### config.mk
export PLATFORM = sky130hd
export DESIGN_NAME = command_payload_deframer
export DESIGN_NICKNAME = d
export VERILOG_FILES = /design/src/design/cpd_pkg.sv /design/src/design/cpd_front.sv /design/src/design/cpd_queue.sv /design/src/design/cpd_back.sv /design/src/design/command_payload_deframer.sv
export SDC_FILE = /design/constraint.sdc
export NUM_CORES = 1
export LEC_CHECK = 0
export BUFFER_PORTS_ARGS = -buffer_cell sky130_fd_sc_hd__buf_2
export CORE_MARGIN = 2
export CORE_UTILIZATION = 55
export DETAILED_ROUTE_END_ITERATION = 16
export GPL_TIMING_DRIVEN = 0
export PLACE_DENSITY = 0.71
export RECOVER_POWER = 50
export SYNTH_ARGS = -nofsm -noshare
export SYNTH_HDL_FRONTEND = slang
export SYNTH_SLANG_ARGS = --single-unit
### constraint.sdc
create_clock -name clk -period 5.9 [get_ports clk]
set_input_delay 0.885 -clock clk [delete_from_list [all_inputs] [get_ports clk]]
set_output_delay 0.885 -clock clk [all_outputs]
set_load 0.005 [all_outputs]
### src/design/cpd_pkg.sv
// Shared types and constants for the command payload deframer.
// Used by cpd_front, cpd_queue, cpd_back and command_payload_deframer.
package cpd_pkg;

  // Byte counter saturates here (17-bit counter)
  localparam logic [16:0] BYTE_COUNT_MAX = 17'h1FFFF;

  // Decoupling queue between parser and output sequencer
  localparam int QUEUE_DEPTH = 4;
  localparam int QUEUE_AW    = $clog2(QUEUE_DEPTH);

  // Parser phase
  typedef enum logic [1:0] {
    PH_HEADER   = 2'd0,
    PH_ARG_HDR  = 2'd1,
    PH_ARG_DATA = 2'd2,
    PH_TAIL     = 2'd3
  } phase_t;

  // Packet verdict codes
  typedef enum logic [2:0] {
    V_OK       = 3'd0,
    V_LENGTH   = 3'd1,
    V_ZERO_CMD = 3'd2,
    V_SEQUENCE = 3'd3,
    V_TOO_FEW  = 3'd4,
    V_TRUNC    = 3'd5
  } verdict_t;

  // Result kinds on tuser
  localparam logic KIND_DATA    = 1'b0;
  localparam logic KIND_VERDICT = 1'b1;

  // Work for one accepted byte: an optional data result and an optional verdict
  typedef struct packed {
    logic       has_data;
    logic       has_verdict;
    logic [7:0] command;
    logic [7:0] arg_total;
    logic [7:0] arg_number;
    logic [7:0] arg_kind;
    logic [7:0] payload;
    logic       arg_end;
    logic [7:0] args_parsed;
    verdict_t   verdict;
  } cpd_entry_t;

endpackage

### src/design/cpd_front.sv
// Front end: accepts packet bytes, parses headers and classifies each byte.
// Produces one queue entry per byte that causes a result. Depends on cpd_pkg.
module cpd_front (
  input  logic              clk,
  input  logic              rst,
  input  logic              in_valid,
  output logic              in_ready,
  input  logic [7:0]        in_data,
  input  logic              in_last,
  input  logic              room,
  output logic              push,
  output cpd_pkg::cpd_entry_t entry
);
  import cpd_pkg::*;

  phase_t      phase, phase_next;
  logic [1:0]  field_pos, field_pos_next;
  logic [16:0] byte_count, byte_count_next;
  logic [15:0] declared_length, declared_length_next;
  logic [7:0]  command_reg, command_reg_next;
  logic [7:0]  arg_count, arg_count_next;
  logic [7:0]  args_seen, args_seen_next;
  logic [7:0]  cur_type, cur_type_next;
  logic [15:0] remaining, remaining_next;
  verdict_t    error_code, error_code_next;

  logic        fire;
  logic [7:0]  seen_inc;
  logic [15:0] remaining_dec;
  logic        data_item;
  verdict_t    judged;

  assign in_ready = room;
  assign fire     = in_valid && room;
  assign seen_inc = args_seen + 8'd1;
  assign remaining_dec = remaining - 16'd1;

  // Parser next state
  always_comb begin
    phase_next           = phase;
    field_pos_next       = field_pos;
    declared_length_next = declared_length;
    command_reg_next     = command_reg;
    arg_count_next       = arg_count;
    args_seen_next       = args_seen;
    cur_type_next        = cur_type;
    remaining_next       = remaining;
    error_code_next      = error_code;
    data_item            = 1'b0;
    byte_count_next = (byte_count == BYTE_COUNT_MAX) ? byte_count : byte_count + 17'd1;

    case (phase)
      PH_HEADER: begin
        case (field_pos)
          2'd0: command_reg_next = in_data;
          2'd1: arg_count_next = in_data;
          2'd2: declared_length_next = {in_data, 8'd0};
          default: begin
            declared_length_next = {declared_length[15:8], in_data};
            phase_next = (command_reg != 8'd0 && arg_count != 8'd0) ? PH_ARG_HDR : PH_TAIL;
          end
        endcase
        field_pos_next = field_pos + 2'd1;
      end
      PH_ARG_HDR: begin
        case (field_pos)
          2'd0: begin
            if (in_data != seen_inc) begin
              error_code_next = V_SEQUENCE;
              phase_next      = PH_TAIL;
            end else begin
              field_pos_next = 2'd1;
            end
          end
          2'd1: begin
            cur_type_next  = in_data;
            field_pos_next = 2'd2;
          end
          2'd2: begin
            remaining_next = {in_data, 8'd0};
            field_pos_next = 2'd3;
          end
          default: begin
            remaining_next = {remaining[15:8], in_data};
            field_pos_next = 2'd0;
            if ({remaining[15:8], in_data} == 16'd0) begin
              args_seen_next = seen_inc;
              phase_next     = (seen_inc == arg_count) ? PH_TAIL : PH_ARG_HDR;
            end else begin
              phase_next = PH_ARG_DATA;
            end
          end
        endcase
      end
      PH_ARG_DATA: begin
        data_item      = 1'b1;
        remaining_next = remaining_dec;
        if (remaining_dec == 16'd0) begin
          args_seen_next = seen_inc;
          phase_next     = (seen_inc == arg_count) ? PH_TAIL : PH_ARG_HDR;
        end
      end
      default: ;
    endcase
  end

  // Verdict on the updated state, in priority order
  always_comb begin
    if (phase_next == PH_HEADER)
      judged = V_LENGTH;
    else if (byte_count_next != {1'b0, declared_length_next})
      judged = V_LENGTH;
    else if (command_reg_next == 8'd0)
      judged = V_ZERO_CMD;
    else if (error_code_next != V_OK)
      judged = error_code_next;
    else if (arg_count_next == 8'd0)
      judged = V_OK;
    else if (phase_next == PH_ARG_DATA || (phase_next == PH_ARG_HDR && field_pos_next != 2'd0))
      judged = V_TRUNC;
    else if (args_seen_next < arg_count_next)
      judged = V_TOO_FEW;
    else
      judged = V_OK;
  end

  // Queue entry for this byte
  always_comb begin
    entry.has_data    = data_item;
    entry.has_verdict = in_last;
    entry.command     = command_reg_next;
    entry.arg_total   = arg_count_next;
    entry.arg_number  = seen_inc;
    entry.arg_kind    = cur_type;
    entry.payload     = in_data;
    entry.arg_end     = (remaining_dec == 16'd0);
    entry.args_parsed = args_seen_next;
    entry.verdict     = judged;
  end

  assign push = fire && (data_item || in_last);

  // Parser state; end of packet returns everything to reset values
  always_ff @(posedge clk) begin
    if (rst || (fire && in_last)) begin
      phase           <= PH_HEADER;
      field_pos       <= 2'd0;
      byte_count      <= 17'd0;
      declared_length <= 16'd0;
      command_reg     <= 8'd0;
      arg_count       <= 8'd0;
      args_seen       <= 8'd0;
      cur_type        <= 8'd0;
      remaining       <= 16'd0;
      error_code      <= V_OK;
    end else if (fire) begin
      phase           <= phase_next;
      field_pos       <= field_pos_next;
      byte_count      <= byte_count_next;
      declared_length <= declared_length_next;
      command_reg     <= command_reg_next;
      arg_count       <= arg_count_next;
      args_seen       <= args_seen_next;
      cur_type        <= cur_type_next;
      remaining       <= remaining_next;
      error_code      <= error_code_next;
    end
  end

endmodule

### src/design/cpd_queue.sv
// Short FIFO of parsed work between front end and output sequencer.
// Entry type and depth from cpd_pkg.
module cpd_queue (
  input  logic                clk,
  input  logic                rst,
  input  logic                push,
  input  cpd_pkg::cpd_entry_t push_entry,
  input  logic                pop,
  output cpd_pkg::cpd_entry_t head,
  output logic                not_empty,
  output logic                room
);
  import cpd_pkg::*;

  cpd_entry_t          store [QUEUE_DEPTH];
  logic [QUEUE_AW-1:0] wr_ptr;
  logic [QUEUE_AW-1:0] rd_ptr;
  logic [QUEUE_AW:0]   count;

  assign not_empty = (count != '0);
  assign room      = (count != (QUEUE_AW+1)'(QUEUE_DEPTH));
  assign head      = store[rd_ptr];

  // Entry storage
  always_ff @(posedge clk) begin
    if (push)
      store[wr_ptr] <= push_entry;
  end

  // Pointers and fill count
  always_ff @(posedge clk) begin
    if (rst) begin
      wr_ptr <= '0;
      rd_ptr <= '0;
      count  <= '0;
    end else begin
      if (push)
        wr_ptr <= wr_ptr + QUEUE_AW'(1);
      if (pop)
        rd_ptr <= rd_ptr + QUEUE_AW'(1);
      case ({push, pop})
        2'b10:   count <= count + (QUEUE_AW+1)'(1);
        2'b01:   count <= count - (QUEUE_AW+1)'(1);
        default: count <= count;
      endcase
    end
  end

endmodule

### src/design/cpd_back.sv
// Back end: turns each queue entry into one or two output transfers.
// Data result first, then the verdict. Depends on cpd_pkg.
module cpd_back (
  input  logic                clk,
  input  logic                rst,
  input  cpd_pkg::cpd_entry_t head,
  input  logic                head_valid,
  output logic                pop,
  output logic                out_valid,
  input  logic                out_ready,
  output logic [47:0]         out_data,
  output logic [0:0]          out_user,
  output logic                out_last
);
  import cpd_pkg::*;

  // Set once the data result of a two-result entry has gone out
  logic     data_sent;
  logic     show_data;
  logic     fire;
  logic     kind;
  logic [7:0] number;
  logic [7:0] arg_kind;
  logic [7:0] payload;
  logic       arg_end;
  verdict_t   verd;

  assign show_data = head.has_data && !data_sent;
  assign out_valid = head_valid;
  assign fire      = head_valid && out_ready;
  assign pop       = fire && (!show_data || !head.has_verdict);

  // Select fields of the result on show
  always_comb begin
    if (show_data) begin
      kind     = KIND_DATA;
      number   = head.arg_number;
      arg_kind = head.arg_kind;
      payload  = head.payload;
      arg_end  = head.arg_end;
      verd     = V_OK;
      out_last = !head.has_verdict;
    end else begin
      kind     = KIND_VERDICT;
      number   = head.args_parsed;
      arg_kind = 8'd0;
      payload  = 8'd0;
      arg_end  = 1'b0;
      verd     = head.verdict;
      out_last = 1'b1;
    end
  end

  assign out_user = kind;
  assign out_data = {4'd0, verd, arg_end, payload, arg_kind, number,
                     head.arg_total, head.command};

  // Track the first half of a two-result entry
  always_ff @(posedge clk) begin
    if (rst)
      data_sent <= 1'b0;
    else if (pop)
      data_sent <= 1'b0;
    else if (fire)
      data_sent <= 1'b1;
  end

endmodule

### src/design/command_payload_deframer.sv
// Channel   Dir  Width  Contents
// s_axis    in   8      packet byte; tlast on the final byte of a packet
// m_axis    out  48     tagged argument data byte or packet verdict; tuser = kind
//
// One packet byte is taken per cycle while the queue has room; a byte gives
// at most one result, the final byte of a packet up to two separate transfers.
// Parsing is done on acceptance; a 4-entry queue holds work for the output side.
// Reset (rst, synchronous) empties the queue and returns to header parsing.
// s_axis_tready drops only while the queue is full, as m_axis stalls.
// Top level; instantiates cpd_front, cpd_queue and cpd_back from cpd_pkg types.
module command_payload_deframer (
  input  logic        clk,
  input  logic        rst,
  input  logic        s_axis_tvalid,
  output logic        s_axis_tready,
  input  logic [7:0]  s_axis_tdata,   // [7:0] data_byte
  input  logic        s_axis_tlast,   // end_of_packet
  output logic        m_axis_tvalid,
  input  logic        m_axis_tready,
  // [7:0] command_code, [15:8] argument_total, [23:16] argument_number,
  // [31:24] argument_kind, [39:32] payload_byte, [40] argument_end,
  // [43:41] verdict, [47:44] zero
  output logic [47:0] m_axis_tdata,
  output logic [0:0]  m_axis_tuser,   // [0] result_kind
  output logic        m_axis_tlast    // last
);
  import cpd_pkg::*;

  cpd_entry_t push_entry;
  cpd_entry_t head;
  logic       push;
  logic       pop;
  logic       not_empty;
  logic       room;

  cpd_front u_front (
    .clk      (clk),
    .rst      (rst),
    .in_valid (s_axis_tvalid),
    .in_ready (s_axis_tready),
    .in_data  (s_axis_tdata),
    .in_last  (s_axis_tlast),
    .room     (room),
    .push     (push),
    .entry    (push_entry)
  );

  cpd_queue u_queue (
    .clk        (clk),
    .rst        (rst),
    .push       (push),
    .push_entry (push_entry),
    .pop        (pop),
    .head       (head),
    .not_empty  (not_empty),
    .room       (room)
  );

  cpd_back u_back (
    .clk        (clk),
    .rst        (rst),
    .head       (head),
    .head_valid (not_empty),
    .pop        (pop),
    .out_valid  (m_axis_tvalid),
    .out_ready  (m_axis_tready),
    .out_data   (m_axis_tdata),
    .out_user   (m_axis_tuser),
    .out_last   (m_axis_tlast)
  );

endmodule
Word-level counts from Yosys, hierarchy flattened
Memories as Yosys holds them, arrays and structs flattened. A register that Yosys moved wholly into a read port is not among the register bits. Index checks and enable logic that the tools add are counted.

Memories kept: 1. Output and inout bits: 52. Register bits: 96. Logic and storage cells: 123. RAM bits: 216. Bits of input ports: 13.

Equality and inequality tests: 15. Muxes and demuxes: 47. Reductions and logical operators: 36. Add/subtract/negate cells: 8. $lt $le $gt $ge: 1.

Memory list: u_queue.store (depth 4, bits a word 54, rd ports 1, clocked after Yosys merged registers in 1, wr ports 1, RTL line cpd_queue.sv:15) `cpd_entry_t store [QUEUE_DEPTH];`.

Operators with widths (count): $pmux 16 s2 (3); $mux 8 (10); $mux 3 (11); $logic_not 16->1 (2); $mux 2 (9); $add 17x1->17 const B (1); $eq 17x17->1 const B (1); $mux 17 (1); $ne 17x16->1 (1); $logic_not 8->1 (2); $mux 16 (1); $pmux 8 s2 (1); $reduce_bool 8->1 (2); $sub 16x1->16 const B (1); $pmux 2 s3 (2); $add 8x1->8 const B (1); $eq 2x1->1 const B (4); $eq 2x2->1 const B (4); $eq 8x8->1 (1); $logic_and 1x1->1 (8); $lt 8x8->1 (1); $ne 8x8->1 (1); $pmux 2 s2 (2); $add 2x1->2 const B (3); other kinds (16) (34).

Longest topological paths before layout
Depth after elaboration: 15. Depth in mapped cells: 20. Mapped depth without buffers: 20.

Modules after synthesis
From an unflattened synthesis, not the netlist that was laid out.

Cell total of the unflattened synthesis: 1250. Area total of the unflattened synthesis: 15210.8 sq um.

Modules (own cells, without submodules): cpd_queue (cells each 329, instances 1, seq. area each 6666.4 sq um, area each 8293.0 sq um); cpd_front (cells each 858, instances 1, seq. area each 1761.7 sq um, area each 6399.9 sq um); cpd_back (cells each 63, instances 1, seq. area each 20.0 sq um, area each 518.0 sq um).

Least setup slack after synthesis
Ideal clock, no wire load.

Kind: in2reg. Start: input port s_axis_tdata[1]. End: memory u_queue.store[0][2] (netlist bit) (data pin). Arrival: 4368 ps. Setup time: 147 ps. Required time: 5753 ps. Path buffers: 1. Stages: 16. Slack: 1385 ps. Cells stage by stage: clkbuf_1 -> or4_1 -> nor3_2 -> inv_1 -> nor2_1 -> xnor2_1 -> nor2_1 -> a221o_1 -> ha_1 -> a21oi_1 -> nor2_1 -> a2111oi_0 -> nor4bb_1 -> a21oi_1 -> nand3_1 -> and3_1.

RTL lines: from (decl) (RTL line command_payload_deframer.sv:16) `input logic [7:0] s_axis_tdata,`; to (decl) (RTL line cpd_queue.sv:15).

==> summary.md <==
| Metric | Value |
|---|---|
| Status | `finished, final reports clean` |
| Post-synthesis mux area share | `0.109` |
| Xor/xnor cell area share of the yosys netlist | `0.0416` |
| Worst Setup SP | `u_front.remaining[0]` |
| Synth Register Bits | `approximately 310` |
| DRC viols | `0` |
| Final setup viols | `0` |
| Synthesized cell area | `around 0.015 mm²` |
| Worst-Margin Slew | `between 0.9 and 1 ns` |
| Port-buffer cells | `60` |
| Ys async rst share | `0` |
| Die H | `169 µm` |
| Post-CTS sizing | `0` |
| Reg2reg start | `u_front.remaining[0]` |
| Largest family of logic cells by synthesized area | `simple AND/OR/NAND/NOR gates` |
| Clock insertion delay at the later pin of the skew report | `0.56 ns` |
| Clock Tree Root | `clkbuf_16` |
| WL final | `36800 µm` |
| Synth unique cells | `85` |
| CTS tree | `yes` |
| Clock Sinks | `314` |
| CP Depth | `18` |
| Area leader, netlist | `edfxtp_1` |
| Synth Area in Compound Gates | `0.0994` |
| 1st-iter DRT viols | `1163` |
| R2R depth | `18` |
| Synth Instances | `1248` |
| Final Core Density | `0.624` |
| Final Skew | `0.0244 ns` |
| Period utilisation layout | `0.950` |
| Finished Layout Cells | `1709` |
| Post-synth EDFFs | `around 220` |
| CP Cell Sequence | `inv_1 -> ha_1 -> nor3b_4 -> nand4_1 -> xor2_1 -> nand2_1 -> or4_1 -> o21ai_0 -> nand2_1 -> a221o_1 -> ha_1 -> nand4_1 -> nor2_1 -> a2111oi_1 -> nor4bb_1 -> a21oi_1 -> nand3_1 -> and3_1` |
| Post-CTS Setup Bufs | `0` |
| Ant diodes | `0` |
| Setup TNS Final | `0 ns` |
| Syn_area_per_cell | `approximately 12 µm²` |
| Max Cap Viol | `0` |
| Final instance area | `about 0.017 mm²` |
| Total grt overflow | `0` |
| Post-synth top area share | `0.432` |
| IR drop worst, VDD | `192 µV` |
| Buf/Inv on CP | `1` |
| I/O Pins | `65` |
| Worst-path clk slew | `0.06 ns` |
| RSZ-0062 raised after global routing | `no` |
| Routed length per instance | `21.5 µm` |
| First-pass GRT wire length | `57600 µm` |
| Final hold violation count | `0` |
| Die Width | `~170 µm` |
| First-pass DRT Iterations | `7` |
| Syn. warnings | `0` |
| Worst path arrival time | `a little under 6 ns` |
| Most flops, register | `u_queue.store` |
| Critical Path End | `u_queue.store[0][2]` |
| Initial core utilization | `0.559` |
| Synth area leaders | `edfxtp_1 (43%), dfxtp_1 (13%), mux4_2 (8.1%)` |
| Largest net degree at the start of global routing | `55` |
| Worst-path maximum fanout | `10` |
| Hold-fix buffer count after cts | `0` |
| Most common cell in the netlist | `edfxtp_1` |
| Initial antenna violation count | `0` |
| Critical Setup Path Class | `reg -> reg` |
| Num rows | `60` |
| Max H-tree Level | `1` |
| Cell family with most CP delay | `simple AND/OR/NAND/NOR gates` |
| Total core area | `0.0269 mm²` |
| # nets final | `around 1400` |
| Routed Antenna Nets | `0` |
| Leak | `5.87 nW` |
| CP startpoint kind | `flip-flop` |
| CTS max path bufs | `3` |
| Synth Area in Adders | `0.0213` |
| TritonCTS buffer count | `31` |
| Detailed placement HPWL | `24600 µm` |
| Vias per Instance | `6.14` |
| Vias in the first global route | `10200` |
| Share of layout cells above drive strength 1 | `0.152` |
| Fin crit period | `roughly 5.6 ns` |
| Vias | `10500` |
| Max reg flops | `216` |
| Worst hold path type | `reg -> reg` |
| Relative slew slack | `0.335` |
| Fill count | `2156` |
| Placed Area | `0.0158 mm²` |
| CP endpoint kind | `flip-flop` |
| Synthesis-to-layout area growth | `11.7%` |
| CP max stage cell | `a2111oi_1` |
| Slew Limit Fails | `0` |
| Final Total Pwr | `5.89 mW` |
| Sequential fraction of the synthesis area | `0.562` |
| Pwr per Cell Area | `351 mW/mm²` |
| Post-synthesis simple-gate area fraction | `0.131` |
| Biggest regs | `u_queue.store (216), u_front.byte_count (17)` |
| DIE AREA | `0.0287 mm²` |
| Placed cells | `1652` |
| CP max stage delay | `0.74 ns` |
| Ys flop type | `edfxtp_1` |
| Reg-to-reg endpoint | `u_queue.store[0][2]` |
| GPL Wtd Cong | `0.962` |
| FF-to-FF setup slack | `0.30 ns` |
| Fmax achieved | `0.178 GHz` |
| CP Data Required Time | `around 6.3 ns` |
| GRT Overall Usage | `0.259` |
| Synth cell count leaders | `edfxtp_1 (216), nor2_1 (148), dfxtp_1 (98), nand2_1 (85), clkbuf_1 (55)` |
==> per-stage QoR <==
| stage | worst slack, ns | hold WS [ns] |
|---|---|---|
| 3_3_place_gp | -0.279 | 0.459 |
| 3_5_place_dp | -0.296 | 0.471 |
| 4_1_cts | 0.0894 | 0.480 |
| 5_1_grt | 0.0144 | 0.503 |
| 6_report | 0.296 | 0.484 |
| 2_1_floorplan | 1.38 | 0.431 |
==> worst min path at each step <==
stage	depth (start not counted)	end	start
after floorplan	2	u_back.data_sent	u_back.data_sent
after global placement	2	u_front.declared_length[2]	u_front.declared_length[2]
after detailed placement	2	u_front.error_code[2]	u_front.error_code[2]
after CTS	2	u_front.error_code[2]	u_front.error_code[2]
after global routing	2	u_front.error_code[2]	u_front.error_code[2]
final	2	u_front.error_code[2]	u_front.error_code[2]
==> report_power, final <==
group	switching, mW	total [mW]	leakage [nW]	internal (mW)
registers	0.0592	2.55	2.80	2.50
logic	0.771	1.36	2.58	0.587
clock network	0.815	1.98	0.489	1.16
total	1.65	5.89	5.87	4.25
==> logic make-up (layout without fill, tap and decap cells) <==
kind of cell,after synthesis,in the layout
compound gates,213,213
xor+xnor,68,68
fa+ha+maj,25,25
buf+inv,128,245
flops,314,314
mux,94,94
other cells,1,4
simple gates,405,405
==> area by class of cell <==
cell class,count,area [µm²],area share
clock buffers,38,822,0.0490
repair buffers,60,289,0.0172
clock inverters,19,206,0.0123
well taps,341,427,0.0254
inverters,45,169,0.0101
plain buffers,83,358,0.0213
flip-flops and latches,314,8450,0.504
multi-input cells,809,6060,0.361
==> cells in the final DEF, fill, tap and decap left out, types with 33 or more instances in the layout <==
master / Yosys / routed
a21oi_1: 50 / 50
buf_2: 8 / 58
clkbuf_1: 55 / 72
dfxtp_1: 98 / 98
edfxtp_1: 216 / 216
inv_1: 44 / 44
mux4_2: 54 / 54
nand2_1: 85 / 85
nor2_1: 148 / 148
o21ai_0: 33 / 33
xnor2_1: 35 / 35
==> tightest hold or removal path: stages, from the launching register on <==
cell and delay, ns:
dfxtp_1 0.34, nand2_1 0.07, nor2_1 0.03
==> per-layer routing <==
metal | up-vias | global-route usage | share of wire
met5 | - | 0 | 0
met4 | 0 | 0.0936 | 0.038
met3 | 87 | 0.0350 | 0.067
met2 | 391 | 0.422 | 0.47
met1 | 5177 | 0.359 | 0.42
li1 | 4839 | - | -
Power figures use the tool's default switching activity.
